### src/hw/rtl/aar_fifo.sv
// ----------------------------------------------------------------------------
// aar_fifo
// Small register queue between the front end and the compute back end.
// ----------------------------------------------------------------------------
module aar_fifo #(
  parameter int WIDTH = 8,
  parameter int DEPTH = 4
) (
  input  logic                       clk_i,
  input  logic                       rst_ni,
  input  logic                       push_i,
  input  logic [WIDTH-1:0]           data_i,
  input  logic                       pop_i,
  output logic [WIDTH-1:0]           data_o,
  output logic                       empty_o,
  output logic [$clog2(DEPTH+1)-1:0] count_o
);

  localparam int PW = $clog2(DEPTH);
  localparam int CW = $clog2(DEPTH+1);

  logic [WIDTH-1:0] mem_q [DEPTH];
  logic [PW-1:0]    wr_q, rd_q;
  logic [CW-1:0]    cnt_q;
  logic             do_pop;

  assign do_pop  = pop_i && (cnt_q != '0);
  assign data_o  = mem_q[rd_q];
  assign empty_o = (cnt_q == '0);
  assign count_o = cnt_q;

  always_ff @(posedge clk_i) begin
    if (push_i) begin
      mem_q[wr_q] <= data_i;
    end
  end

  always_ff @(posedge clk_i or negedge rst_ni) begin
    if (!rst_ni) begin
      wr_q  <= '0;
      rd_q  <= '0;
      cnt_q <= '0;
    end else begin
      if (push_i) begin
        wr_q <= (wr_q == PW'(DEPTH-1)) ? '0 : wr_q + 1'b1;
      end
      if (do_pop) begin
        rd_q <= (rd_q == PW'(DEPTH-1)) ? '0 : rd_q + 1'b1;
      end
      if (push_i && !do_pop) begin
        cnt_q <= cnt_q + 1'b1;
      end else if (!push_i && do_pop) begin
        cnt_q <= cnt_q - 1'b1;
      end
    end
  end

endmodule

### config.mk
export PLATFORM = sky130hd
export DESIGN_NAME = aar_fifo
export DESIGN_NICKNAME = d
export VERILOG_FILES = /design/src/hw/rtl/aar_fifo.sv
export SDC_FILE = /design/constraint.sdc
export NUM_CORES = 1
export LEC_CHECK = 0
export ABC_AREA = 1
export BUFFER_PORTS_ARGS = -buffer_cell sky130_fd_sc_hd__buf_2
export CORE_MARGIN = 5
export CORE_UTILIZATION = 45
export DETAILED_ROUTE_END_ITERATION = 10
export PLACE_DENSITY = 0.67
export REMOVE_ABC_BUFFERS = 1
export SLEW_MARGIN = 30
export SYNTH_ARGS = -nofsm -noshare
export SYNTH_HDL_FRONTEND = slang
export SYNTH_SLANG_ARGS = --single-unit
### constraint.sdc
create_clock -name clk_i -period 1.7 [get_ports clk_i]
set_input_delay 0.34 -clock clk_i [delete_from_list [all_inputs] [get_ports clk_i]]
set_output_delay 0.34 -clock clk_i [all_outputs]
set_load 0.05 [all_outputs]
# Yosys cells after proc, flatten, opt, wreduce, memory -nomap -nowiden
# Memory sizes are Yosys's and may differ from the RTL's.
# Cells that the tools add are included.
# totals
memories	1
out_inout_bits	12
reg_bits	7
ram_bits	32
wordCells	24
in_bits	12
# memory_table
memory	depth	word_bits	rd	rd_ports_with_merged_regs	wr	line_no	rtl
mem_q	4	8	1	0	1	22	logic [WIDTH-1:0] mem_q [DEPTH];
# op_classes
add_sub_neg	4
eq_ne	2
n_mux	6
reduce_logical	8
# ops
cell	count
$mux 3	2
$add 2x1->2 const B	2
$eq 2x2->1 const B	2
$mux 2	2
$add 3x1->3 const B	1
$logic_and 1x1->1	3
$logic_not 3->1	1
$reduce_bool 3->1	1
$sub 3x1->3 const B	1
$logic_not 1->1	2
$mux 1	2
$reduce_bool 2->1	1

# Depth between registers and ports, before layout
# Gate-level depths: netlist of the first run.
# depth
word_depth	5
mapped_depth	11
mapped_depth_nobuf	11

# Worst setup path after synthesis of the first run
# Ideal clock, no wire load.
# synth_path
kind	register to register
from	register cnt_q[0], in the netlist count_o[0]
to	register cnt_q[2], in the netlist count_o[2]
path_slack_ps	-190
setup_ps	119
path_buffers	0
arrival_ps	1770
stages_incl_launch_ff	11
path_cell_list	dfrtp_1 > nor2_1 > nand2_1 > nand2_1 > ha_1 > inv_1 > fa_1 > nand2_1 > nand3_1 > nand2_1 > nand2_1
# synth_between
elab_chain_len	5
elab_cells_between_ends	10
# synth_lines
item	line_no	rtl
start: declaration	24	logic [CW-1:0] cnt_q;
start signal: assignment	51	cnt_q <= cnt_q + 1'b1;
start signal: assignment	53	cnt_q <= cnt_q - 1'b1;
parallel branches: the longest is 5 deep, another holds $sub 3x1->3	--	
# Parallel ways; which one is timed is not known. The select of a mux whose other input is x is not followed.
# A chain may end at the register's enable or synchronous reset.

# Final worst setup path of the first run
# Ends and elaborated chain as after synthesis.

==> results of run 1 <==
## routing by layer
metal  routed length, um  vias up
met5                   0        -
met4                   8        0
met3                  80        2
met2                1570       14
met1                1220      517
li1                    -      555
## what timing repair did
action / CTS / global route
hold buffers: 1 / 0
pin swaps: 1 / 15
setup endpoints to repair: 9 / 11
buffers inserted: 0 / 3
endpoints found under the hold margin: 7 / 0
gates resized for setup: 9 / 21
## layout by cell type (no fill, tap or decap), drive strengths merged
master / count
nand3: 3
buf: 31
dlygate4sd3: 1
clkbuf: 5
inv: 28
dfrtp: 7
o21ai: 2
o211ai: 16
xnor2: 1
nand4: 1
fa: 1
clkinv: 2
edfxtp: 32
ha: 6
bufinv: 1
nor2: 3
nand2: 43
## logic make-up (layout without fill, tap and decap cells)
logic type | Yosys count | in the layout | synth area share [%]
flip-flops | 39 | 39 | 65.7
XOR/XNOR | 1 | 1 | 0.506
AO/OA/AOI/OAI | 18 | 18 | 7.81
AND/OR/NAND/NOR | 50 | 50 | 11.2
adder cells (fa/ha/maj) | 7 | 7 | 5.50
buffers and inverters | 33 | 68 | 9.33
## cell usage after synthesis
library cell	instances
buf_6	5
dfrtp_1	7
edfxtp_1	32
fa_1	1
ha_1	6
inv_1	28
nand2_1	43
nand3_1	3
nand4_1	1
nor2_1	3
o211ai_1	15
o211ai_2	1
o21ai_0	2
xnor2_1	1
## worst max path at each step
stage               cells after the start  slack (ns)        from         end
finish                                 10        0.05  count_o[0]  count_o[2]
global placement                       10        0.12  count_o[1]  count_o[2]
CTS                                     5       0.004     rd_q[0]   data_o[2]
detailed placement                     10       -0.06  count_o[1]  count_o[2]
global route                           11       -0.08  count_o[0]  count_o[2]
floorplan                              10       -0.19  count_o[0]  count_o[2]
## final cells by class
| class | instances | area [sq um] |
|---|---|---|
| clock buffer | 5 | 68.8 |
| clock inverter | 3 | 38.8 |
| fill | 313 | 1580 |
| inverter | 28 | 108 |
| multi-input combinational | 76 | 463 |
| sequential | 39 | 1140 |
| tap | 48 | 60.1 |
| timing repair buffer | 32 | 236 |
## metrics by stage
| step | setup TNS (ns) | hold slack, ns |
|---|---|---|
| 6_report | 0 | 0.275 |
| 5_1_grt | -0.154 | 0.266 |
| 4_1_cts | 0 | 0.265 |
| 3_5_place_dp | -0.0596 | 0.185 |
| 3_3_place_gp | 0 | 0.181 |
| 2_1_floorplan | -0.477 | 0.0444 |
## registers in the layout (all words and copies together), names as in the netlist
| name | flops |
|---|---|
| mem_q | 32 |
| count_o | 3 |
| rd_q | 2 |
| wr_q | 2 |
## power by group
group          total, W  leakage, nW  internal, W  switching [W]
Sequential      0.00135        0.379      0.00126      0.0000880
Clock          0.000715       0.0556     0.000429       0.000286
Combinational   0.00207        0.513     0.000698        0.00138
Total           0.00414        0.948      0.00238        0.00175
==> metrics.md, run 1 <==
| Metric | Value |
|---|---|
| PortBufs | 23 |
| Clock Latency Late Sink | approximately 0.28 ns |
| GRT Max-Usage Layer | met2 |
| Via/cell ratio | 4.71 |
| RSZ-0062 raised after global routing | true |
| Ports | 24 |
| GR Util met3 | 3.46% |
| WP data arrival | ~1.8 ns |
| Reg2reg path depth | 10 |
| Worst path cell trace | nor2_2 > nand2_1 > nand2_2 > ha_4 > inv_4 > fa_2 > inv_1 > nand2_2 > nand4_1 > nand2_1 |
| Antenna Cells | 0 |
| Hold Crit Start | data_i[0] |
| Slew margin rel. | around three quarters |
| Critical Path Fanout Max | 3 |
| Slew @ Worst Pin | approximately 0.38 ns |
| Final HPWL DP | 1.98 mm |
| Yosys reg bits | 39 |
| Top delay family on crit path | adder cells |
| Dpl ws | -0.0596 ns |
| CTS HTree Levels | 2 |
| Routability cong. | 0.743 |
| Die W | about 72 um |
| Clock tree from TritonCTS | yes |
| Clock transition at path regs | roughly 0.07 ns |
| Pre-antenna DRT Iters | 4 |
| Post-synth top area share | 55.5% |
| NumNets Final | approximately 200 |
| LEAKAGE | ~0.95 nW |
| Die H | 72.0 um |
| WHS Path Cells | 1 |
| Area after DPL | 1890 sq um |
| Mapped Area | 1730 sq um |
| Layout overhead on the synthesized area | 22.0% |
| Final Hold Fails | 0 |
| Die area | 5190 sq um |
| Hold WC Path Type | input port to flip-flop |
| Top post-synthesis cells by area | edfxtp_1, dfrtp_1, nand2_1, o211ai_1, inv_1 |
| Core Area | 3690 sq um |
| Mapped Avg Cell Area | 11.7 sq um |
| Placed Cells | 219 |
| Synthesized instance count | ~150 |
| Synth Warn # | 0 |
| Gr usage total | a little under an eighth |
| Cell accounting for the most synthesized area | edfxtp_1 |
| Hold Path End | mem_q[3][0] |
| Final core occ | 57.2% |
| Post-synth cell types | 14 |
| GRT overflow | 0 |
| Finished layout cell area | 2110 sq um |
| Fin worst setup slack | 0.0500 ns |
| CP max stage cell | dfrtp_1 |
| RR Startpoint | count_o[0] |
| Max cap viols | 0 |
| Slew Viols, Final | 0 |
| Worst stage delay on the critical path | 0.39 ns |
| Pwr Total | 0.00414 W |
| DRT iter0 DRCs | 26 |
| Skew final | about 0.0050 ns |
| Buffer levels on the longest clock path | 2 |
| Peak VDD IR | 0.919 mV |
| Post-route insts no fill | 231 |
| Final setup viols | 0 |
| Post-synthesis sequential area ratio | 65.7% |
| Global routing usage on met2 | 21.7% |
| Vias in the first global route | 1060 |
| Grt met1 use | roughly 13% |
| Share of layout cells above drive strength 1 | 26.2% |
| Final wirelength | 2.88 mm |
| Floorplan row count | 22 |
| Initial antenna violation count | 0 |
| WP buf/inv | 2 |
| RR Endpoint | count_o[2] |
| Outcome | finished clean |
| PD cells | 1960 nW/um^2 |
| Flop2flop setup slack | 0.05 ns |
| Root Buffer | clkbuf_8 |
| First-pass GRT wire length | ~4.7 mm |
| CTS Buf Count | 5 |
| Worst setup EP type | flip-flop |
| Routed Antenna Nets | 0 |
| Largest net degree at the start of global routing | 36 |
| Fmax | 606 MHz |
| CP required | 1.87 ns |
| Critical path launch point type | flip-flop |
| Residual DRC count | 0 |
| Via count | 1088 |
| Initial Util | 46.9% |
| Fin crit period | 1.65 ns |
| Routed len/inst | around 12 um |
| # clock sinks | 39 |
| Setup CP Type | flip-flop to flip-flop |
| Fin crit share | 97.1% |
Power figures use the tool's default switching activity.
==> run 2, diff against run 1 <==
Settings changed: CORE_ASPECT_RATIO set to 1.25.
==> run 2 against run 1 <==
Against the previous run: combinational power is essentially flat; clock skew grew 0.0031 ns; count of clock-buffer cells in the layout grew 3; total power shrank 2.1%; maximum frequency shrank 0.23%; largest cell class unchanged; flip-flop and latch count is the same; routed wire length grew 3.7%; via count shrank 0.55%; critical endpoint is now data_o[2]; clock power shrank 7.7%.
==> metrics.md, run 2 (synthesis gave the netlist of run 1 again) <==
| Metric | Value |
|---|---|
| Gr usage total | 12.6% (+0.76 points) |
| Reg power frac | 33.1% (+0.6 points) |
| NumNets Final | 198 (-1.5%) |
| Clk pwr share | 16.3% (-1.0 points) |
| Commonest non-fill, non-tap cell in the layout | nand2_1 |
| Max reg flops | 32 (unchanged) |
| Clock Latency Late Sink | 0.28 ns (about the same) |
| Power share of the combinational group | 50.6% (+0.4 points) |
| WP data arrival | 1.31 ns (-0.51 ns) |
| Commonest non-fill, non-tap cells in the layout | nand2_1, edfxtp_1, inv_1, o211ai_1, buf_2 |
| Slew margin rel. | 75.3% (+0.58 points) |
| PortBufs | 23 (unchanged) |
| Area after DPL | 1880 sq um (-0.53%) |
| Sw frac | 42.9% (+0.51 points) |
| Clock transition at path regs | 0.07 ns (about the same) |
| Fin crit period | 1.65 ns (+0.00373 ns) |
| Routed Antenna Nets | 0 (unchanged) |
| RSZ-0062 raised after global routing | true |
| Worst setup EP type | primary output |
| Hold WC Path Type | input port to flip-flop |
| Die H | 79.3 um (+10%) |
| Routability cong. | 0.698 (-6.1%) |
| CP required | 1.36 ns (-0.51 ns) |
| Clock tree from TritonCTS | yes |
| Routed len/inst | 13.5 um (+8.8%) |
| Peak VDD IR | 1.05 mV (+14%) |
| Slew Viols, Final | 0 (unchanged) |
| Max cap viols | 0 (unchanged) |
| Ports | 24 (unchanged) |
| Internal power | 0.00231 W (-3.0%) |
| Setup Fix Bufs, Post-CTS | 0 (unchanged) |
| First-pass GRT wire length | 4.78 mm (+2.7%) |
| Final HPWL DP | 2.16 mm (+8.8%) |
| CTS HTree Levels | 2 (unchanged) |
| Die area | 5190 sq um (+0.15%) |
| Final hold slack | 0.266 ns (-0.00853 ns) |
| Setup CP Type | flip-flop to primary output |
| Largest net degree at the start of global routing | 36 (unchanged) |
| Skew final | 0.00811 ns (+0.00310 ns) |
| Critical path launch point type | flip-flop |
| Slew @ Worst Pin | 0.371 ns (-0.00870 ns) |
| Reg2reg path depth | 10 (unchanged) |
| Initial antenna violation count | 0 (unchanged) |
| RR Startpoint | count_o[2] |
| Flop2flop setup slack | 0.08 ns (+0.03 ns) |
| Final Hold Fails | 0 (unchanged) |
| PD cells | 1970 nW/um^2 (+0.41%) |
| Initial Util | 46.1% (-0.81 points) |
| Net switching power | 0.00173 W (-0.90%) |
| Final setup viols | 0 (unchanged) |
| Fin crit share | 97.3% (+0.22 points) |
| Final TNS setup | 0 ns (unchanged) |
| Via count | 1082 (-0.55%) |
| Vias in the first global route | 1074 (+1.3%) |
| Floorplan row count | 25 (+14%) |
| # clock sinks | 39 (unchanged) |
| Crit path to | data_o[2] |
| CTS Buf Count | 5 (unchanged) |
| Root Buffer | clkbuf_8 |
| CP startpoint | rd_q[0] |
| Biggest register | mem_q |
| GRT overflow | 0 (unchanged) |
| Die W | 65.5 um (-9.1%) |
| DRT iter0 DRCs | 35 (+35%) |
| Via/cell ratio | 4.92 (+4.4%) |
| Pwr Total | 0.00405 W (-2.1%) |
| Final core occ | 54.8% (-2.4 points) |
| RR Endpoint | count_o[2] |
| Residual DRC count | 0 (unchanged) |
| Outcome | finished clean |
| Fill count | 320 (+2.2%) |
| Core Area | 3750 sq um (+1.8%) |
| Critical Path Fanout Max | 35 (+32) |
| Finished layout cell area | 2060 sq um (-2.5%) |
| LEAKAGE | 0.927 nW (-2.1%) |
| Final wirelength | 2.98 mm (+3.7%) |
| Layout overhead on the synthesized area | 18.9% |
| Fmax | 605 MHz (-0.23%) |
| Pre-antenna DRT Iters | 4 (unchanged) |
| Antenna Cells | 0 (unchanged) |
| Buffer levels on the longest clock path | 2 (unchanged) |
| Share of layout cells above drive strength 1 | 22.8% (-3.5 points) |
-- run 2: cell types whose count changed in the layout (fill, tap and decap cells not counted), sizes merged --
cell,previous run,this run
clkinv,2,0
buf,31,28
bufinv,1,0
clkbuf,5,8
-- run 2: critical path, cell delays in order, from the launching register on --
cell      delay [ns]
dfrtp_1         0.40
buf_12          0.17
o211ai_1        0.20
nand2_1         0.09
buf_6           0.16
-- run 2: worst min path at each step --
stage             endpoint  cells after the start  startpoint
2_1_floorplan   count_o[0]                      0      rst_ni
3_3_place_gp    count_o[2]                      1      rst_ni
3_5_place_dp    count_o[2]                      1      rst_ni
4_1_cts        mem_q[3][3]                      1   data_i[3]
5_1_grt        mem_q[3][3]                      1   data_i[3]
6_report       mem_q[3][3]                      1   data_i[3]
-- run 2: layout make-up --
cell class                 count  area (sq um)  area share, %
clock buffer                   8           100           4.86
inverter                      28           105           5.11
multi-input combinational     76           443           21.5
sequential                    39          1140           55.2
tap                           40          50.0           2.43
timing repair buffer          29           224           10.9
-- run 2: metal layers --
| layer | GRT usage [%] | up-vias | share of wire, % |
|---|---|---|---|
| li1 | - | 552 | - |
| met1 | 13.2 | 505 | 40 |
| met2 | 22.4 | 19 | 54 |
| met3 | 4.10 | 6 | 4.0 |
| met4 | 5.60 | 0 | 1.9 |
| met5 | 0 | - | 0 |
-- run 2: what timing repair did --
item / 4_1_cts / 5_1_grt
gates resized for setup: 9 / 18
gates cloned: 0 / 0
endpoints found under the hold margin: 7 / 0
hold buffers: 1 / 0
setup endpoints to repair: 8 / 10
pin swaps: 0 / 7
-- run 2: power by group through the flow --
| stage | logic (W) | registers (W) | clock network [W] |
|---|---|---|---|
| after CTS | 0.00193 | 0.00134 | 0.000677 |
| after floorplan | 0.00110 | 0.00158 | 0 |
| after detailed placement | 0.00184 | 0.00135 | 0 |
| final | 0.00205 | 0.00134 | 0.000660 |
| after global routing | 0.00221 | 0.00136 | 0.000713 |
| after global placement | 0.00178 | 0.00134 | 0 |
-- run 2: stage by stage --
step                      cells  setup slack, ns
after floorplan             143           -0.190
after global placement      211            0.115
after detailed placement    211           0.0194
after CTS                   220          0.00933
after global routing        220          -0.0388
final                       220           0.0462
==> run 3, diff against run 2 <==
Settings changed: RECOVER_POWER set to 100.
==> run 3 against run 2 <==
Against the previous run: via count decreased by 0.28%; sequential share of layout area increased by 0.30 points; cell area decreased by 0.55%; die area unchanged; critical path type unchanged; largest cell class unchanged.
==> metrics.md, run 3 (synthesis gave the netlist of run 1 again) <==
| Metric | Value |
|---|---|
| Outcome | finished clean |
| Largest net degree at the start of global routing | 36 (unchanged) |
| Placed Cells | 211 (unchanged) |
| First-pass GRT wire length | 4.78 mm (unchanged) |
| Post-route insts no fill | 220 (unchanged) |
| Slew Viols, Final | 0 (unchanged) |
| Pwr Total | 0.00404 W (-0.10%) |
| Max cap viols | 0 (unchanged) |
| CTS HTree Levels | 2 (unchanged) |
| CP max stage cell | dfrtp_1 |
| Vias in the first global route | 1074 (unchanged) |
| Fmax | 605 MHz (about the same) |
| Final Hold Fails | 0 (unchanged) |
| Global routing usage on met2 | 22.4% (unchanged) |
| Final wirelength | 2.97 mm (-0.30%) |
| Critical Path Fanout Max | 35 (unchanged) |
| Clock tree from TritonCTS | yes |
| Worst path cell trace | buf_12 > o211ai_1 > nand2_1 > buf_6 |
| Buffer levels on the longest clock path | 2 (unchanged) |
| Fin crit share | 97.3% (about the same) |
| WP data arrival | 1.31 ns (about the same) |
| Worst setup EP type | primary output |
| Grt met1 use | 13.2% (unchanged) |
| GRT overflow | 0 (unchanged) |
| Final HPWL DP | 2.16 mm (unchanged) |
| Biggest register | mem_q |
| Commonest non-fill, non-tap cells in the layout | nand2_1, edfxtp_1, inv_1, o211ai_1, clkbuf_1 |
| DRT iter0 DRCs | 37 (+5.7%) |
| Share of layout cells above drive strength 1 | 17.8% (-5.0 points) |
| GRT Max-Usage Layer | met2 |
| Via/cell ratio | 4.90 (-0.28%) |
| Slew @ Worst Pin | 0.394 ns (+0.0230 ns) |
| Routability cong. | 0.698 (unchanged) |
| RSZ-0062 raised after global routing | true |
| Setup CP Type | flip-flop to primary output |
| Die area | 5190 sq um (unchanged) |
| Setup Fix Bufs, Post-CTS | 0 (unchanged) |
| Pre-antenna DRT Iters | 4 (unchanged) |
| PD cells | 1980 nW/um^2 (+0.45%) |
| Initial antenna violation count | 0 (unchanged) |
| Antenna Cells | 0 (unchanged) |
| Max reg flops | 32 (unchanged) |
| Root Buffer | clkbuf_8 |
| Fin crit period | 1.65 ns (-0.000241 ns) |
| Peak VDD IR | 1.05 mV (about the same) |
| LEAKAGE | 0.903 nW (-2.7%) |
| CP required | 1.36 ns (about the same) |
| # clock sinks | 39 (unchanged) |
| NumNets Final | 198 (unchanged) |
| Ports | 24 (unchanged) |
| Slew margin rel. | 73.7% (-1.5 points) |
| Via count | 1079 (-0.28%) |
| GR Util met3 | 4.10% (unchanged) |
| Die W | 65.5 um (unchanged) |
| PortBufs | 23 (unchanged) |
| Layout overhead on the synthesized area | 18.3% |
| Floorplan row count | 25 (unchanged) |
| Die H | 79.3 um (unchanged) |
| Initial Util | 46.1% (unchanged) |
| Clock Latency Late Sink | 0.28 ns (about the same) |
| Core Area | 3750 sq um (unchanged) |
| Final hold slack | 0.310 ns (+0.0442 ns) |
| Fill count | 325 (+1.6%) |
| Skew final | 0.00803 ns (-0.0000766 ns) |
| Routed len/inst | 13.5 um (-0.30%) |
| Clock transition at path regs | 0.07 ns (about the same) |
| Worst stage delay on the critical path | 0.40 ns (about the same) |
| Gr usage total | 12.6% (unchanged) |
| Commonest non-fill, non-tap cell in the layout | nand2_1 |
| Final setup viols | 0 (unchanged) |
| Hold WC Path Type | input port to flip-flop |
| Routed Antenna Nets | 0 (unchanged) |
| Residual DRC count | 0 (unchanged) |
| Critical path launch point type | flip-flop |
| CTS Buf Count | 5 (unchanged) |
## run 3: changes by cell type in the layout (fill, tap and decap cells not counted)
cell      previous run  this run
buf_2               14         5
clkbuf_1             1        10
## run 3: stage by stage
stage | worst slack (ns) | setup TNS (ns) | cell area [sq um] | util, %
after floorplan | -0.190 | -0.477 | 1670 | -
after global placement | 0.115 | 0 | 1880 | 50.0
after detailed placement | 0.0194 | 0 | 1880 | 50.0
after CTS | 0.00933 | 0 | 2010 | 53.5
after global routing | -0.0388 | -0.126 | 2050 | 54.5
final | 0.0465 | 0 | 2050 | 54.5
## run 3: critical path, delay by kind of cell, from the launching register on
kind                   cells  cell delay [ns]
and+or+nand+nor            1             0.09
buffers and inverters      2             0.33
AOI/OAI and AO/OA          1             0.20
DFF                        1             0.40
## run 3: layer usage
| metal | vias to the layer above | part of all wire [%] |
|---|---|---|
| met3 | 6 | 3.9 |
| met1 | 502 | 40 |
| met2 | 19 | 54 |
| met4 | 0 | 1.9 |
| met5 | - | 0 |
| li1 | 552 | - |
## run 3: power breakdown
group | total, W | switching, W | leakage (nW) | internal (W)
logic | 0.00204 | 0.00136 | 0.472 | 0.000683
registers | 0.00134 | 0.0000826 | 0.379 | 0.00126
clock network | 0.000660 | 0.000290 | 0.0515 | 0.000370
## run 3: area by class of cell
type	instances	area [sq um]	area share, %
inverters	28	105	5.13
clock buffers	8	100	4.89
repair buffers	29	213	10.4
flip-flops and latches	39	1140	55.5
well taps	40	50.0	2.44
multi-input cells	76	443	21.6
## run 3: repair_timing
item / CTS / global route
hold buffers: 1 / 0
setup endpoints to repair: 8 / 10
hold endpoints to repair: 7 / 0
pin swaps: 0 / 7
gates resized for setup: 9 / 18
## run 3: path summary, 6_finish.rpt
| kind | startpoint | endpoint | slack, ns | cells past startpoint |
|---|---|---|---|---|
| max reg2reg | count_o[2] | count_o[2] | 0.08 | 10 |
| min in group asynchronous | rst_ni | count_o[0] | 0.48 | 2 |
| min | data_i[3] | mem_q[3][3] | 0.31 | 1 |
| max | rd_q[0] | data_o[2] | 0.05 | 4 |
| max in group asynchronous | rst_ni | wr_q[1] | 0.93 | 2 |
| min reg2reg | count_o[2] | count_o[2] | 0.51 | 2 |
