## config.mk

```make
export PLATFORM = sky130hd
export DESIGN_NAME = aar_front
export DESIGN_NICKNAME = d
export VERILOG_FILES = /design/src/hw/rtl/aar_pkg.sv /design/src/hw/rtl/aar_front.sv
export SDC_FILE = /design/constraint.sdc
export NUM_CORES = 1
export LEC_CHECK = 0
export ABC_CLOCK_PERIOD_IN_PS = 3300
export BUFFER_PORTS_ARGS = -buffer_cell sky130_fd_sc_hd__buf_2
export CORE_MARGIN = 2
export CORE_UTILIZATION = 44
export CTS_BUF_LIST = sky130_fd_sc_hd__clkbuf_16
export CTS_CLUSTER_DIAMETER = 50
export DETAILED_ROUTE_END_ITERATION = 7
export GPL_ROUTABILITY_DRIVEN = 0
export PLACE_DENSITY = 0.78
export SKIP_LAST_GASP = 1
export SLEW_MARGIN = 20
export SYNTH_ARGS = -nofsm -noshare
export SYNTH_HDL_FRONTEND = slang
export SYNTH_SLANG_ARGS = --single-unit
```

## constraint.sdc

```tcl
create_clock -name clk_i -period 3.3 [get_ports clk_i]
set_clock_uncertainty 0.1 [all_clocks]
set_input_delay 0.495 -clock clk_i [delete_from_list [all_inputs] [get_ports clk_i]]
set_output_delay 0.495 -clock clk_i [all_outputs]
set_load 0.01 [all_outputs]
```

## src/hw/rtl/aar_pkg.sv

```systemverilog
// ----------------------------------------------------------------------------
// aar_pkg
// Shared constants, angle table and flag types for the axis-angle matrix core.
// ----------------------------------------------------------------------------
package aar_pkg;

  localparam int CORDIC_STEPS = 30;
  // fold register, iterations, rounding register
  localparam int CORDIC_LAT   = CORDIC_STEPS + 2;
  localparam logic signed [33:0] CORDIC_GAIN = 34'sd652032874;
  localparam int QUEUE_DEPTH  = 4;

  typedef struct packed {
    logic zero;
    logic neg_x;
    logic neg_y;
    logic neg_z;
  } axis_flags_t;

  // atan(2^-i), quarter turn = 2^30
  function automatic logic [31:0] atan_at(input int i);
    logic [31:0] v;
    case (i)
      0:  v = 32'h20000000;
      1:  v = 32'h12E4051E;
      2:  v = 32'h09FB385B;
      3:  v = 32'h051111D4;
      4:  v = 32'h028B0D43;
      5:  v = 32'h0145D7E1;
      6:  v = 32'h00A2F61E;
      7:  v = 32'h00517C55;
      8:  v = 32'h0028BE53;
      9:  v = 32'h00145F2F;
      10: v = 32'h000A2F98;
      11: v = 32'h000517CC;
      12: v = 32'h00028BE6;
      13: v = 32'h000145F3;
      14: v = 32'h0000A2F9;
      15: v = 32'h0000517C;
      16: v = 32'h000028BE;
      17: v = 32'h0000145F;
      18: v = 32'h00000A2F;
      19: v = 32'h00000517;
      20: v = 32'h0000028B;
      21: v = 32'h00000145;
      22: v = 32'h000000A2;
      23: v = 32'h00000051;
      24: v = 32'h00000028;
      25: v = 32'h00000014;
      26: v = 32'h0000000A;
      27: v = 32'h00000005;
      28: v = 32'h00000002;
      29: v = 32'h00000001;
      default: v = 32'h00000000;
    endcase
    return v;
  endfunction

endpackage

```

## src/hw/rtl/aar_front.sv

```systemverilog
// ----------------------------------------------------------------------------
// aar_front
// Request intake: magnitudes, sign/zero flags and block-scaling shift.
// ----------------------------------------------------------------------------
module aar_front #(
  parameter int W = 16
) (
  input  logic                 clk_i,
  input  logic                 rst_ni,
  input  logic                 valid_i,
  input  logic [W-1:0]         axis_x_i,
  input  logic [W-1:0]         axis_y_i,
  input  logic [W-1:0]         axis_z_i,
  input  logic [W-1:0]         angle_i,
  output logic                 valid_o,
  output logic [W-1:0]         mag_x_o,
  output logic [W-1:0]         mag_y_o,
  output logic [W-1:0]         mag_z_o,
  output aar_pkg::axis_flags_t flags_o,
  output logic [W-1:0]         angle_o
);

  localparam int KW = $clog2(W);

  logic [W-1:0] ax, ay, az, mx, my, mz, mmax;
  logic         s1_vld_q;
  logic [W-1:0] s1_mx_q, s1_my_q, s1_mz_q, s1_max_q, s1_ang_q;
  aar_pkg::axis_flags_t s1_flg_q;
  logic [KW-1:0] k;

  assign ax = axis_x_i;
  assign ay = axis_y_i;
  assign az = axis_z_i;
  // two's complement magnitude; most negative input maps to 2^(W-1)
  assign mx = ax[W-1] ? (~ax + 1'b1) : ax;
  assign my = ay[W-1] ? (~ay + 1'b1) : ay;
  assign mz = az[W-1] ? (~az + 1'b1) : az;

  always_comb begin
    mmax = mx;
    if (my > mmax) mmax = my;
    if (mz > mmax) mmax = mz;
  end

  // shift that brings the largest magnitude to bit W-2
  always_comb begin
    k = '0;
    for (int j = 0; j < W-1; j++) begin
      if (s1_max_q[j]) k = KW'(W-2-j);
    end
  end

  always_ff @(posedge clk_i or negedge rst_ni) begin
    if (!rst_ni) begin
      s1_vld_q <= 1'b0;
      valid_o  <= 1'b0;
    end else begin
      s1_vld_q <= valid_i;
      valid_o  <= s1_vld_q;
    end
  end

  always_ff @(posedge clk_i) begin
    s1_mx_q        <= mx;
    s1_my_q        <= my;
    s1_mz_q        <= mz;
    s1_max_q       <= mmax;
    s1_ang_q       <= angle_i;
    s1_flg_q.zero  <= (mmax == '0);
    s1_flg_q.neg_x <= ax[W-1];
    s1_flg_q.neg_y <= ay[W-1];
    s1_flg_q.neg_z <= az[W-1];
    mag_x_o        <= s1_mx_q << k;
    mag_y_o        <= s1_my_q << k;
    mag_z_o        <= s1_mz_q << k;
    flags_o        <= s1_flg_q;
    angle_o        <= s1_ang_q;
  end

endmodule

```

# ---- Word-level counts from Yosys, hierarchy flattened
# Cells that the tools add are included.
dict set report word_totals {
  ff_bits 153
  in_bits 67
  out_inout_bits 69
}
dict set report op_classes {
  addsub 3
  n_lt_le_gt_ge 2
  shift 3
  muxes 20
  bitwise_logic 3
  reduce_logical 1
}
# operator count
set ops {}
lappend ops {{$mux 16} 5}
lappend ops {{$mux 4} 15}
lappend ops {{$add 16x1->16 const B} 3}
lappend ops {{$not 16->16} 3}
lappend ops {{$shl 16x4->16} 3}
lappend ops {{$gt 16x16->1} 2}
lappend ops {{$logic_not 16->1} 1}

# ---- Longest topological paths before layout
# Gate-level depths: netlist of run 1.
dict set report logic_depth {
  depth_word 16
  mapped_depth 25
}

# ---- Least setup slack after synthesis of run 1
# OpenSTA, ideal clock, no wires.
dict set report synth_timing {
  path_type {input-to-reg}
  start {in axis_x_i[6]}
  end {reg s1_flg_q[3] (netlist bit)}
  setup_ns 0.088
  arrival_ns 5.836
  t_required_ns 3.112
  path_slack_ns -2.724
  stages 22
  n_path_buf 3
  cell_sequence {nor4_2 -> or3b_4 -> o41ai_2 -> xor2_1 -> ha_1 -> nand4_1 -> a2111o_1 -> a41oi_2 -> buf_6 -> clkbuf_1 -> mux2i_1 -> inv_1 -> ha_1 -> nand3_1 -> nor2_1 -> a31oi_1 -> o22ai_1 -> and2_1 -> buf_2 -> mux2_2 -> or4_1 -> nor4_2}
}
dict set report synth_via {
  elab_chain_cells 8
}
# item line_no
set synth_lines {}
lappend synth_lines {{start, declared} aar_front.sv:11} ;# input logic [W-1:0] axis_x_i,
lappend synth_lines {{$not 16->16} aar_front.sv:35} ;# assign mx = ax[W-1] ? (~ax + 1'b1) : ax;
lappend synth_lines {{$add 16x1->16} aar_front.sv:35}
lappend synth_lines {{$mux 16 (*)} aar_front.sv:35}
lappend synth_lines {{$gt 16x16->1} aar_front.sv:41} ;# if (my > mmax) mmax = my;
lappend synth_lines {{$mux 16 (*)} aar_front.sv:41}
lappend synth_lines {{$gt 16x16->1} aar_front.sv:42} ;# if (mz > mmax) mmax = mz;
lappend synth_lines {{$mux 16 (*)} aar_front.sv:42}
lappend synth_lines {{named net mmax[8]} aar_front.sv:25} ;# logic [W-1:0] ax, ay, az, mx, my, mz, mmax;
lappend synth_lines {{$logic_not 16->1 (*)} aar_front.sv:69} ;# s1_flg_q.zero <= (mmax == '0);
lappend synth_lines {{end, declared} aar_front.sv:28} ;# aar_pkg::axis_flags_t s1_flg_q;
# Mark *: on every way through the listed nets, which the timed path passes. The rest lies on a longest branch.

# ---- Worst setup path in the final report of run 1
dict set report layout_timing {
  start {in axis_x_i[3]}
  end {reg s1_flg_q[3] (netlist bit)}
}
# Same word-level chain as after synthesis.

==> flow_summary.toml, run 1 <==
[status]
status = "finished with violations"
violations = "setup timing"

[route]
drt-total-wl_um = 23900
num_vias = 7057
ant_nets = 0
drc = 0
wl_per_cell_um = 18.7
drt_pass1_iterations = 6
drtIter0Drc = 735
via_per_inst = 5.53

[global_routing]
grtUsageTotal = 0.248
grt_max_degree = 50
overflow = 0
first_global_vias = 6729
grt_antenna_before_repair = 0
grt_pass1_wl_um = 34400

[critical_path]
crit_path_end_kind = "flop"
critPathMaxStageDelay_ns = 0.54
worstSetupPathType = "in -> reg"
required_ns = 3.54
cp-start-kind = "input pin"
crit_chain = "buf_6 > nor4_4 > or3b_4 > o41ai_4 > xor2_1 > ha_1 > nand4_1 > buf_4 > nor2_1 > o21ai_1 > a41oi_4 > buf_6 > mux2i_4 > inv_1 > ha_4 > nand3_4 > nor2_4 > a31oi_4 > o22ai_2 > and2_4 > mux2_4 > or4_4 > nor4_4"
cp_max_fo = 7
arrival_ns = 5.99
r2r_cells = 9
critPathSlowestCell = "or4_4"

[sta]
hold_violations = 0
rsz0062_at_grt = "true"
whs_ns = 0.0645
min_period_over_period = 1.74
finalCriticalPeriod_ns = 5.76
max_freq_mhz = 174
setup_ws_ns = -2.46
worstMarginPinSlew_ns = 0.588
max_slew_margin = 0.604
slew_viol_final = 0
final-setup-viol-count = 16

[placement]
dpl.hpwl_um = 15400
port_buffers = 135
place_ws_ns = -2.59

[logic_synthesis]
synth.distinct_cells = 59
synth_top_area_frac = 0.421
yosysTopAreaCell = "dfxtp_1"
ys.warnings.count = 0
synth-edff-count = 0
netlist_area_sq_um = 7170
synth.ff_latch_count = 153
yosysSeqAreaShare = 0.428
syn_nets = 827
synth.avg_cell_area_sq_um = 9.90
synthTopCellsByArea = "dfxtp_1 (42%), mux2i_1 (10%), ha_1 (6.1%), mux4_2 (4.4%), nand2_1 (2.9%)"
ys_top_cells_by_count = "dfxtp_1 (151), mux2i_1 (73), nand2_1 (56)"
synthCells = 725
ys_async_sr_fraction = 0.0131
synth_flop_cell = "dfxtp_1"
synth.most_common_cell = "dfxtp_1"

[power]
irDropWorstVdd_mv = 0.523
power_density_nw_per_um2 = 822
p_leak_nw = 4.93

[finish]
final-seq-area_sq_um = 3070
post-route-util = 0.684
drive_gt1_frac = 0.441
syn2layout_area_growth_pct = 51.3
n_antenna_cell = 0
finalNetCount = 1151
multi_input_area_sq_um = 4420
fillerInstances = 1110

[clocking]
cts.sinks = 153
cts_tree = "done"
root_buffer = "clkbuf_16"
h-tree-depth = 4
numCtsBuffers = 17
clockBufferDepth = 2
cts.clk_slew.worst_paths_ns = 0.06
clk_latency_ns = 0.43

[die]
io_pins = 136
start_util = 0.452
dieArea_sq_um = 17300
die_h_um = 132
core_sq_um = 15900
chipWidth_um = 132
num_rows = 46

[run]
drv_cap = 0

[min_path]
hold_depth = 1
min_path_type = "in -> reg"
## report_power, final
group          internal [W]  switching, W
registers           0.00235      0.000233
logic               0.00205       0.00226
clock network       0.00127      0.000768
## cells by family after synthesis
logic type,after synthesis,synth area share
and+or+nand+nor,173,0.121
DFF,153,0.428
AOI/OAI and AO/OA,151,0.141
muxes,93,0.155
buffers and inverters,81,0.0448
xor gates and xnor gates,39,0.0487
adders and majority gates,35,0.0610
## repair_timing
item                       in CTS  in global routing
resized for setup              60                 61
pin swaps                      22                 31
buffers inserted               26                 15
hold buffers                    1                  0
hold endpoints to repair        2                  0
setup endpoints to repair      16                 16
## placed cells by master (no fill, tap or decap), types with 5 or more instances in the layout
cell type,count
nor2_1,35
mux2i_1,60
buf_4,182
a22o_1,6
mux2_4,5
dfxtp_1,151
mux4_2,14
ha_1,24
nand4_1,7
mux2i_4,11
and3_1,10
nor4_1,5
xor2_2,6
ha_4,10
a211oi_1,7
xor2_1,16
inv_2,10
a21o_1,9
o21ai_1,7
a22oi_1,14
nor3_1,10
and2_1,6
o211ai_1,5
nand2b_1,6
buf_6,16
xnor2_1,17
nand2_1,54
buf_2,131
o21ai_0,34
a21oi_1,20
clkbuf_16,17
o31ai_1,9
nand3_1,5
inv_1,43
## per-stage QoR
stage	area [sq um]	setup TNS, ns	cells	total power (W)
finish	10900	-30.45	1277	0.00892
global route	10900	-32.77	1277	0.00934
CTS	10400	-23.28	1263	0.00853
detailed placement	9300	-33.16	1208	0.00621
global placement	9300	-30.11	1208	0.00612
floorplan	7260	-25.25	725	0.00496
## worst max-delay path: cells and delay by family
kind / cells / cell delay, ns
compound gates: 5 / 1.09
xor+xnor: 1 / 0.16
fa+ha+maj: 2 / 0.66
buf+inv: 4 / 0.61
mux: 2 / 0.64
simple gates: 9 / 2.32
## state kept, by name (all words and copies together), names as in the netlist
name,cells
flags_o,4
s1_mx_q,16
s1_ang_q,16
s1_flg_q,4
s1_mz_q,16
s1_max_q,15
valid_o,1
mag_x_o,16
mag_y_o,16
mag_z_o,16
s1_vld_q,1
angle_o,16
s1_my_q,16
## cell type report
cell class,instances,share of cell area
Clock buffer,17,0.0392
Sequential cell,153,0.283
Timing Repair Buffer,333,0.209
Tap cell,216,0.0249
Clock inverter,14,0.0183
Inverter,53,0.0183
Multi-Input combinational cell,491,0.407
## metal layers
metal  track usage  up-vias  part of all wire
met5             0        -                 0
li1              -     3255                 -
met4         0.150        0             0.051
met1         0.304     3265              0.40
met2         0.404      443              0.47
met3        0.0486       94             0.075
## worst paths after layout
path | start | endpoint | slack, ns
max | axis_x_i[3] | s1_flg_q[3]$_DFF_P_ | -2.46
min | angle_i[7] | s1_ang_q[7]$_DFF_P_ | 0.06
max reg2reg | s1_max_q[11]$_DFF_P_ | mag_x_o[9]$_DFF_P_ | 0.67
min reg2reg | s1_ang_q[4]$_DFF_P_ | angle_o[4]$_DFF_P_ | 0.22
max in group asynchronous | rst_ni | s1_vld_q$_DFF_PN0_ | 2.73
min in group asynchronous | rst_ni | valid_o$_DFF_PN0_ | 0.28
Note: power is estimated with default switching activity, not from simulation.
==> run 2: changes to the inputs <==
--- a/config.mk
+++ b/config.mk
@@ -5,7 +5,7 @@
 export SDC_FILE = /design/constraint.sdc
 export NUM_CORES = 1
 export LEC_CHECK = 0
-export ABC_CLOCK_PERIOD_IN_PS = 3300
+export ABC_CLOCK_PERIOD_IN_PS = 5610
 export BUFFER_PORTS_ARGS = -buffer_cell sky130_fd_sc_hd__buf_2
 export CORE_MARGIN = 2
 export CORE_UTILIZATION = 44
==> constraint.sdc (replaced) <==
create_clock -name clk_i -period 5.61 [get_ports clk_i]
set_clock_uncertainty 0.1 [all_clocks]
set_input_delay 0.8415 -clock clk_i [delete_from_list [all_inputs] [get_ports clk_i]]
set_output_delay 0.8415 -clock clk_i [all_outputs]
set_load 0.01 [all_outputs]
==> flow_summary.toml, run 2 (synthesized netlist as in run 1, its figures left out) <==
[run]
drv_cap = 0

[critical_path]
critPathSlowestCell = "or4_4"
cp_max_fo = 6
crit_family = "compound AO/OA/AOI/OAI gates"
path_depth = 24
cp-start-kind = "input pin"
arrival_ns = 6.07
crit_path_end_kind = "flop"
crit_buf_inv = 6
worstSetupPathType = "in -> reg"
crit_chain = "buf_2 > inv_1 > ha_1 > nand2b_1 > or3b_4 > o41ai_4 > xor2_2 > ha_1 > buf_4 > a31o_2 > a21oi_2 > a41oi_2 > buf_12 > buf_4 > mux2i_2 > inv_1 > ha_1 > a21o_1 > a2111oi_4 > o22ai_2 > and2_4 > mux2_4 > or4_4 > nor4_2"
crit_path_frequent_cell = "ha_1"
required_ns = 5.84
critPathMaxStageDelay_ns = 0.53
r2r_cells = 9

[sta]
hold_violations = 0
rsz0062_at_grt = "true"
min_period_over_period = 1.04
finalCriticalPeriod_ns = 5.84
max_slew_margin = 0.319
setup_ws_ns = -0.231
slew_viol_final = 0
max_freq_mhz = 171
worstMarginPinSlew_ns = 1.02
fin_tns_setup_ns = -0.231
final-setup-viol-count = 1

[clocking]
cts.sinks = 153
clk_latency_ns = 0.42
numCtsBuffers = 17
clockBufferDepth = 2
root_buffer = "clkbuf_16"
cts.clk_slew.worst_paths_ns = 0.06
cts_tree = "done"
h-tree-depth = 4

[route]
ant_nets = 0
drt-total-wl_um = 20700
wl_per_cell_um = 17.2
drt_pass1_iterations = 5
via_per_inst = 5.42
drc = 0
drtIter0Drc = 662
num_vias = 6495

[placement]
port_buffers = 135
dpl.hpwl_um = 15100
placedCellCount = 1149

[global_routing]
grtUsageTotal = 0.232
grt_antenna_before_repair = 0
grt_max_degree = 32
first_global_vias = 6170
grt_pass1_wl_um = 32100
overflow = 0

[power]
power_frac_seq = 0.311
power_frac_comb = 0.458
p_sw_frac = 0.369
power_density_nw_per_um2 = 498
p_int_w = 0.00308
p_leak_nw = 4.48
irDropWorstVdd_mv = 0.325
power.switching_w = 0.00181
power.total_w = 0.00489
clkPwrFrac = 0.231

[finish]
n_antenna_cell = 0
finalNetCount = 1072
drive_gt1_frac = 0.366
mostFrequentLayoutCell = "dfxtp_1"
final-seq-area_sq_um = 3070
stdcell_count = 1199
multi_input_area_sq_um = 4080
fillerInstances = 1300
layout_common_cells = "dfxtp_1 (151), buf_2 (135), buf_4 (116)"
syn2layout_area_growth_pct = 36.7

[status]
status = "finished with violations"
violations = "setup timing"

[die]
start_util = 0.452
num_rows = 46
chipWidth_um = 132
dieArea_sq_um = 17300
io_pins = 136
die_h_um = 132
core_sq_um = 15900

[min_path]
min_path_type = "in -> async"
[run 2: changes by cell type in the layout (fill, tap and decap cells not counted), sizes merged]
cell	delta
inv	+5
clkinv	+2
buf	-78
bufinv	-2
dlygate4sd3	-1
clkinvlp	-4
[run 2: path summary, 6_finish.rpt]
path / slack, ns / end / start
min: 0.1 / s1_vld_q$_DFF_PN0_ / rst_ni
max in group asynchronous: 5.22 / valid_o$_DFF_PN0_ / rst_ni
max: -0.23 / s1_flg_q[3]$_DFF_P_ / axis_x_i[0]
min reg2reg: 0.23 / angle_o[12]$_DFF_P_ / s1_ang_q[12]$_DFF_P_
max reg2reg: 2.38 / mag_x_o[6]$_SDFF_PP0_ / s1_max_q[1]$_DFF_P_
min in group clk_i: 0.23 / angle_o[12]$_DFF_P_ / s1_ang_q[12]$_DFF_P_
[run 2: layout make-up]
class | count | share of cell area
Multi-Input combinational cell | 491 | 0.416
Sequential cell | 153 | 0.313
Timing Repair Buffer | 254 | 0.162
Clock buffer | 17 | 0.0434
Tap cell | 216 | 0.0276
Inverter | 53 | 0.0203
Clock inverter | 15 | 0.0168
[run 2: repair_timing]
action | in CTS | in global routing
resized for setup | 16 | 27
pin swaps | 12 | 15
buffers inserted | 11 | 6
endpoints found under the setup margin | 1 | 9
hold buffers | 0 | 0
[run 2: routing by layer]
layer	GRT usage	up-vias	share of wire
met5	0	-	0
met4	0.110	0	0.040
met3	0.0386	58	0.054
met2	0.363	293	0.46
met1	0.312	3038	0.45
li1	-	3106	-
[run 2: per-stage QoR]
step           hold slack (ns)  setup slack, ns  instance area (sq um)   util
2_1_floorplan            0.210           -0.225                   7260      -
3_3_place_gp             0.210           -0.405                   8860  0.558
5_1_grt                 0.0880           -0.396                   9810  0.617
6_report                0.0979           -0.231                   9810  0.617
3_5_place_dp             0.212           -0.697                   8860  0.558
4_1_cts                 0.0851           -0.138                   9600  0.605
[run 2: power by group through the flow]
stage	sequential (W)	combinational, W	clock [W]
after floorplan	0.00160	0.00132	0
after global placement	0.00152	0.00205	0
after detailed placement	0.00154	0.00208	0
after CTS	0.00152	0.00213	0.00115
after global routing	0.00155	0.00241	0.00120
final	0.00152	0.00224	0.00113
==> run 3: changes to the inputs <==
--- a/config.mk
+++ b/config.mk
@@ -5,6 +5,7 @@
 export SDC_FILE = /design/constraint.sdc
 export NUM_CORES = 1
 export LEC_CHECK = 0
+export ABC_AREA = 1
 export ABC_CLOCK_PERIOD_IN_PS = 5610
 export BUFFER_PORTS_ARGS = -buffer_cell sky130_fd_sc_hd__buf_2
 export CORE_MARGIN = 2
@@ -13,7 +14,7 @@
 export CTS_CLUSTER_DIAMETER = 50
 export DETAILED_ROUTE_END_ITERATION = 7
 export GPL_ROUTABILITY_DRIVEN = 0
-export PLACE_DENSITY = 0.78
+export PLACE_DENSITY = 0.77
 export SKIP_LAST_GASP = 1
 export SLEW_MARGIN = 20
 export SYNTH_ARGS = -nofsm -noshare
==> flow_summary.toml, run 3 <==
[logic_synthesis]
yosysSeqAreaShare = 0.390
synthCells = 1098
ys_async_sr_fraction = 0.0131
synthAdderAreaFrac = 0.0556
synth.ff_latch_count = 153
muxShareOfSynthArea = 0
syn_nets = 1200
synth-edff-count = 0
ys.warnings.count = 0
synth_top_family_by_area = "simple AND/OR/NAND/NOR gates"
netlist_area_sq_um = 7870
yosysTopAreaCell = "dfxtp_1"
synthTopCellsByArea = "dfxtp_1 (38%), nand3_1 (17%), nand2_1 (11%), inv_1 (6.4%), ha_1 (5.6%)"
synth_flop_cell = "dfxtp_1"
synth.most_common_cell = "nand3_1"
synth.avg_cell_area_sq_um = 7.17
synth_xor_area_frac = 0.0401
synth_simple_gate_area_frac = 0.376
synth_top_area_frac = 0.384
synth_compound_area_frac = 0.0385
synth.distinct_cells = 37
ys_top_cells_by_count = "nand3_1 (273), nand2_1 (231), dfxtp_1 (151)"

[global_routing]
grtUsageTotal = 0.218
grt_antenna_before_repair = 2
grt_max_degree = 53
first_global_vias = 6720
grt_pass1_wl_um = 32400
overflow = 0

[critical_path]
crit_path_frequent_cell = "nand2_1"
r2r_slack_ns = 2.08
required_ns = 5.87
crit_path_end_kind = "flop"
reg2reg_to = "mag_y_o[13]$_DFF_P_"
r2r_cells = 18
critPathSlowestCell = "xor2_1"
arrival_ns = 5.31
cp-start-kind = "input pin"
critPathMaxStageDelay_ns = 0.30
cp_max_fo = 16
reg2reg_from = "s1_max_q[1]$_DFF_P_"
worstSetupPathType = "in -> reg"

[status]
status = "complete, no violations"

[power]
p_leak_nw = 4.85
irDropWorstVdd_mv = 0.351
power_density_nw_per_um2 = 531

[route]
drc = 0
wl_per_cell_um = 13.9
via_per_inst = 5.20
drt-total-wl_um = 20200
num_vias = 7570
drt_pass1_iterations = 7
ant_nets = 0
drtIter0Drc = 800

[sta]
finalCriticalPeriod_ns = 5.05
rsz0062_at_grt = "false"
hold_violations = 0
max_slew_margin = 0.365
min_period_over_period = 0.900
worstMarginPinSlew_ns = 0.949
slew_viol_final = 0
max_freq_mhz = 198
fin_tns_setup_ns = 0
final-setup-viol-count = 0

[finish]
syn2layout_area_growth_pct = 17.8
finalNetCount = 1319
stdcell_count = 1456
layout_common_cells = "nand3_1 (273), nand2_1 (231), dfxtp_1 (151)"
drive_gt1_frac = 0.183
mostFrequentLayoutCell = "nand3_1"

[die]
start_util = 0.452
die_h_um = 138
num_rows = 48
dieArea_sq_um = 19000
core_sq_um = 17400
chipWidth_um = 138
io_pins = 136

[clocking]
cts.sinks = 153
cts_resized = 0
numCtsBuffers = 17
h-tree-depth = 4
cts_setup_buffers = 0
cts_hold_buffers = 0
root_buffer = "clkbuf_16"
cts.clk_slew.worst_paths_ns = 0.07
clockBufferDepth = 2
cts_tree = "done"
clk_latency_ns = 0.43

[run]
drv_cap = 0

[placement]
placedCellCount = 1423
port_buffers = 135
dpl.hpwl_um = 14900

[min_path]
min_path_type = "in -> async"
-- run 3: layout make-up --
type / instances / area (sq um)
multi-input combinational: 758 / 4020
tap: 225 / 282
sequential: 153 / 3070
fill: 1655 / 8140
clock buffer: 17 / 425
clock inverter: 15 / 179
inverter: 139 / 522
timing repair buffer: 148 / 773
antenna: 1 / 2.50
-- run 3: power by group --
part	switching, W	total (W)	internal (W)
Clock	0.000530	0.00113	0.000601
Sequential	0.0000872	0.00148	0.00139
Combinational	0.00154	0.00231	0.000773
-- run 3: worst max-delay path, delay by kind of cell --
kind / cells / cell delay, ns
simple gates: 17 / 2.00
compound gates: 5 / 0.83
fa+ha+maj: 3 / 0.75
buf+inv: 6 / 0.56
xor+xnor: 1 / 0.30
-- run 3: logic make-up (layout without fill, tap and decap cells) --
logic type	count (synthesis)	after routing
AND/OR/NAND/NOR	632	632
buffers and inverters	187	319
other	0	1
XOR/XNOR	36	36
adder cells (fa/ha/maj)	35	35
flip-flops	153	153
AO/OA/AOI/OAI	55	55
-- run 3: routing by layer --
| metal | track usage | vias up | share of wire |
|---|---|---|---|
| met5 | 0 | - | 0.00094 |
| met4 | 0.0833 | 2 | 0.022 |
| met3 | 0.0578 | 40 | 0.088 |
| met2 | 0.333 | 333 | 0.44 |
| met1 | 0.292 | 3387 | 0.45 |
| li1 | - | 3808 | - |
-- run 3: worst max-delay path by stage --
stage	start	endpoint	slack [ns]	depth (start not counted)
after floorplan	axis_x_i[0]	s1_flg_q[3]$_DFF_P_	0.90	31
after global placement	axis_x_i[2]	s1_flg_q[3]$_DFF_P_	0.39	33
after detailed placement	axis_x_i[0]	s1_flg_q[3]$_DFF_P_	0.21	31
after CTS	axis_x_i[0]	s1_flg_q[3]$_DFF_P_	0.64	31
after global routing	axis_x_i[2]	s1_flg_q[3]$_DFF_P_	0.16	33
final	axis_x_i[0]	s1_flg_q[3]$_DFF_P_	0.56	32
-- run 3: metrics by stage --
| step | total power (W) | worst slack [ns] | utilization | hold slack, ns | instance area, sq um |
|---|---|---|---|---|---|
| after global placement | 0.00373 | 0.395 | 0.498 | 0.210 | 8670 |
| after global routing | 0.00534 | 0.161 | 0.532 | 0.0669 | 9270 |
| final | 0.00492 | 0.561 | 0.533 | 0.0869 | 9280 |
| after detailed placement | 0.00377 | 0.213 | 0.498 | 0.212 | 8670 |
| after CTS | 0.00492 | 0.639 | 0.532 | 0.0725 | 9270 |
| after floorplan | 0.00323 | 0.900 | - | 0.210 | 7870 |
